[config.mk]
export PLATFORM = sky130hd
export DESIGN_NAME = psd_ctrl
export DESIGN_NICKNAME = d
export VERILOG_FILES = /design/src/hw/rtl/psd_pkg.sv /design/src/hw/rtl/psd_ctrl.sv
export SDC_FILE = /design/constraint.sdc
export NUM_CORES = 1
export LEC_CHECK = 0
export ABC_AREA = 1
export BUFFER_PORTS_ARGS = -buffer_cell sky130_fd_sc_hd__buf_4
export CAP_MARGIN = 10
export CORE_AREA = 2 2 39 41
export CTS_BUF_LIST = sky130_fd_sc_hd__clkbuf_8
export DETAILED_ROUTE_END_ITERATION = 10
export DIE_AREA = 0 0 41 43
export PLACE_DENSITY = 0.57
export SYNTH_ARGS = -nofsm -noshare
export SYNTH_HDL_FRONTEND = slang
export SYNTH_SLANG_ARGS = --single-unit
[constraint.sdc]
create_clock -name clk_i -period 1.7 [get_ports clk_i]
set_input_delay 0.17 -clock clk_i [delete_from_list [all_inputs] [get_ports clk_i]]
set_output_delay 0.17 -clock clk_i [all_outputs]
set_load 0.01 [all_outputs]
[src/hw/rtl/psd_pkg.sv]
`timescale 1ns / 1ps
// ----------------------------------------------------------------------------
// Densifier package
// Shared types and constants of the polyline segment densifier.
// ----------------------------------------------------------------------------
package psd_pkg;

  localparam int unsigned MaxSteps = 63;
  localparam int unsigned StepW = $clog2(MaxSteps + 1);
  localparam int unsigned CoordW = 32;
  localparam int unsigned StepLenW = 31;
  localparam logic [StepLenW-1:0] StepLenReset = StepLenW'(6554);

  typedef enum logic [2:0] {
    ST_IDLE,
    ST_SQ,
    ST_FIT,
    ST_DIV,
    ST_EMIT
  } psd_state_e;

  typedef struct packed {
    logic load;
    logic sq_step;
    logic fit_step;
    logic div_start;
    logic div_step;
    logic emit_start;
    logic emit_next;
  } psd_cmd_t;

  typedef struct packed {
    logic sq_done;
    logic fit_done;
    logic div_done;
    logic emit_last;
  } psd_sts_t;

endpackage

[src/hw/rtl/psd_ctrl.sv]
`timescale 1ns / 1ps
// ----------------------------------------------------------------------------
// Densifier controller
// Sequences squaring, step count search, division and point emission.
// ----------------------------------------------------------------------------
module psd_ctrl (
  input  logic              clk_i,
  input  logic              rst_ni,
  input  logic              in_valid_i,
  input  logic              start_of_path_i,
  output logic              in_stall_o,
  input  logic              out_valid_o_i,
  input  logic              out_stall_i,
  output psd_pkg::psd_cmd_t cmd_o,
  input  psd_pkg::psd_sts_t sts_i
);
  import psd_pkg::*;

  psd_state_e state_q, state_d;
  logic       have_prev_q, have_prev_d;
  logic       accept;

  assign in_stall_o = (state_q != ST_IDLE);
  assign accept = in_valid_i && (state_q == ST_IDLE);

  always_ff @(posedge clk_i or negedge rst_ni) begin
    if (!rst_ni) begin
      state_q     <= ST_IDLE;
      have_prev_q <= 1'b0;
    end else begin
      state_q     <= state_d;
      have_prev_q <= have_prev_d;
    end
  end

  always_comb begin
    state_d     = state_q;
    have_prev_d = have_prev_q;
    cmd_o       = '0;
    unique case (state_q)
      ST_IDLE: begin
        if (accept) begin
          cmd_o.load  = 1'b1;
          have_prev_d = 1'b1;
          if (!start_of_path_i && have_prev_q) begin
            state_d = ST_SQ;
          end
        end
      end
      ST_SQ: begin
        cmd_o.sq_step = 1'b1;
        if (sts_i.sq_done) begin
          state_d = ST_FIT;
        end
      end
      ST_FIT: begin
        cmd_o.fit_step = 1'b1;
        if (sts_i.fit_done) begin
          cmd_o.div_start = 1'b1;
          state_d = ST_DIV;
        end
      end
      ST_DIV: begin
        cmd_o.div_step = 1'b1;
        if (sts_i.div_done) begin
          cmd_o.emit_start = 1'b1;
          state_d = ST_EMIT;
        end
      end
      ST_EMIT: begin
        if (out_valid_o_i && !out_stall_i) begin
          if (sts_i.emit_last) begin
            state_d = ST_IDLE;
          end else begin
            cmd_o.emit_next = 1'b1;
          end
        end
      end
      default: state_d = ST_IDLE;
    endcase
  end

  assert property (@(posedge clk_i) disable iff (!rst_ni)
    (state_q == ST_EMIT && out_valid_o_i && !out_stall_i && sts_i.emit_last)
      |=> (state_q == ST_IDLE))
    else $error("emission did not end after the last word");
  assert property (@(posedge clk_i) disable iff (!rst_ni)
    (state_q != ST_IDLE) |-> in_stall_o)
    else $error("input open while busy");
  assert property (@(posedge clk_i) disable iff (!rst_ni)
    (state_q == ST_IDLE) |-> !out_valid_o_i)
    else $error("output valid while idle");

endmodule

==> out/summary.txt <==
Post-Syn Nets - 69
CTS tree - built
Starting Density - 0.250
antenna violations before repair - 0
die area - 1760 um^2
clock sinks - 4
CTS H-tree depth - 1
fin crit period - 1.40 ns
Clock Tree Buf Depth - 2
drt wl/cell - 7.82 um
Die W - 41 um
Area contributors post-synth - dfrtp_1 29%, inv_1 16%, nand2_1 15%
vias - 394
share of Yosys cell area claimed by the top area cell type - 0.289
final wirelength - 751 um
Routed Antenna Nets - 0
syn_area_per_cell - 5.87 um^2
Fill cells - 148
most instantiated cells after synthesis - 15 x inv_1, 14 x nand2_1, 11 x nor2_1
Distinct cells, synth - 11
RSZ-0062 raised after global routing - false
Root Buffer - clkbuf_8
first-pass GRT wire length - 1.23 mm
Synth Flop Type - dfrtp_1
nets@finish - 92
VDD IR max - 0.000914 V
Critical Path Max Stage Delay - 0.42 ns
layout cells sized above 1 - 0.350
CTS resizes - 0
Final Hold Vio Count - 0
outcome - completed
share of the core filled with cells - 0.394
vias in the first global route - 330
gr usage total - 0.102
antenna cells - 0
HPWL Detailed - 630 um
Max Clock Skew - 0.000437 ns
gp weighted congestion - 0.736
Final setup viols - 0
Worst Path Required - 1.53 ns
clk_lat worst skew - 0.21 ns
slew margin rel. - 0.852
Clk pin slew, worst setup/hold paths - 0.03 ns
area of the mapped netlist - 347 um^2
Worst EP arrival - 1.23 ns
Placeable Area - 1380 um^2
DRT Pass-1 Iters - 3
Yosys top cell by area - dfrtp_1
largest net degree at the start of global routing - 7
worst slew pin tran - 0.222 ns
most common cell in the netlist - inv_1
sequential element share of the synthesized area - 0.289
initial DRC count - 8
synthesized instance count - 59
slowest CP cell - dfrtp_1
Post-synth EDFFs - 0
Area Growth Syn to Fin - 57.4%
worst hold path class - input port to async pin
Die Y - 43 um
Synth warnings - 0
io pins - 18
setup TNS - 0 ns
Post-CTS Setup Inserts - 0
mean number of vias per cell - 4.10
grt total ovfl - 0
Max Fclk - 0.716 GHz
Startpoint Class - register
pwr dens - 1650 nW/um^2
MaxCap Viol Count - 0
Pleak - 0.339 nW
Slew Viols, Final - 0
Synth Register Bits - 4
row count - 14
ys async rst share - 1.00
Hold-fix buffers, CTS - 1
CP cell instances - nor2_2 -> nand2_2 -> nor2_1 -> buf_4
Final period util - 0.822
Worst Setup Path Type - register to primary output
critical path endpoint category - primary output
Post-route DRC - 0
CTS Buf Count - 3
peak fanout along the critical path - 6
number of port buffers - 17
stage by stage:
stage	area, um^2	hold slack, ns	setup slack, ns	instances	power [W]
after detailed placement	494	-0.0321	0.518	92	0.000712
final	546	0.290	0.302	96	0.000900
after floorplan	347	-0.126	0.562	59	0.000528
after CTS	546	0.285	0.284	96	0.000915
after global placement	494	-0.0310	0.545	92	0.000710
after global routing	546	0.301	0.183	96	0.000994
routing by layer:
metal | up-vias | wire, um | track usage
met5 | - | 0 | 0
met4 | 0 | 0 | 0.0800
met3 | 0 | 70 | 0.0157
met2 | 14 | 311 | 0.134
met1 | 166 | 369 | 0.140
li1 | 214 | - | -
area by class of cell:
type / count / area [um^2] / share of cell area
Clock buffer: 3 / 41.3 / 0.0757
Sequential cell: 4 / 100 / 0.183
Multi-Input combinational cell: 39 / 186 / 0.342
Inverter: 16 / 60.1 / 0.110
Timing Repair Buffer: 18 / 138 / 0.252
Tap cell: 16 / 20.0 / 0.0367
cells by family after synthesis:
group	share of synthesized area
buffers and inverters	0.173
and+or+nand+nor	0.538
DFF	0.289
worst max-delay path, delay by kind of cell (launching register included):
kind / cells / cell delay (ns)
simple gates: 3 / 0.45
flops: 1 / 0.42
buf+inv: 1 / 0.14
placed cells by master (no fill, tap or decap):
master,synthesis,routed
dfrtp_1,4,4
clkbuf_8,0,3
nand3_1,6,6
inv_2,1,1
nand3_2,3,3
or2_2,1,1
nor2_2,1,1
nand3b_1,1,1
dlygate4sd3_1,0,1
nand2_1,14,14
nor2_1,11,11
inv_1,15,15
nand2_2,2,2
buf_4,0,17
registers in the layout (all words and copies together), names as in the netlist:
| name | count |
|---|---|
| state_q | 3 |
| have_prev_q | 1 |
worst paths after layout:
path                            cells past startpoint                     from  slack (ns)                      end
worst max-delay path                                4   state_q[2]$_DFFE_PN0P_        0.30                 cmd_o[6]
worst min-delay path                                2                   rst_ni        0.29   state_q[2]$_DFFE_PN0P_
worst max register to register                      6   state_q[2]$_DFFE_PN0P_        0.53   state_q[0]$_DFFE_PN0P_
worst min register to register                      1  have_prev_q$_DFFE_PN0P_        0.50  have_prev_q$_DFFE_PN0P_
max in group asynchronous                           2                   rst_ni        1.31  have_prev_q$_DFFE_PN0P_
min in group clk_i                                  6                 sts_i[1]        0.33   state_q[1]$_DFFE_PN0P_
power by group:
part | switching (W) | total (W) | internal [W]
Clock | 0.0000424 | 0.000193 | 0.000150
Sequential | 0.0000557 | 0.000189 | 0.000133
Combinational | 0.000295 | 0.000519 | 0.000224
No activity file was read; power rests on OpenSTA's default activity.
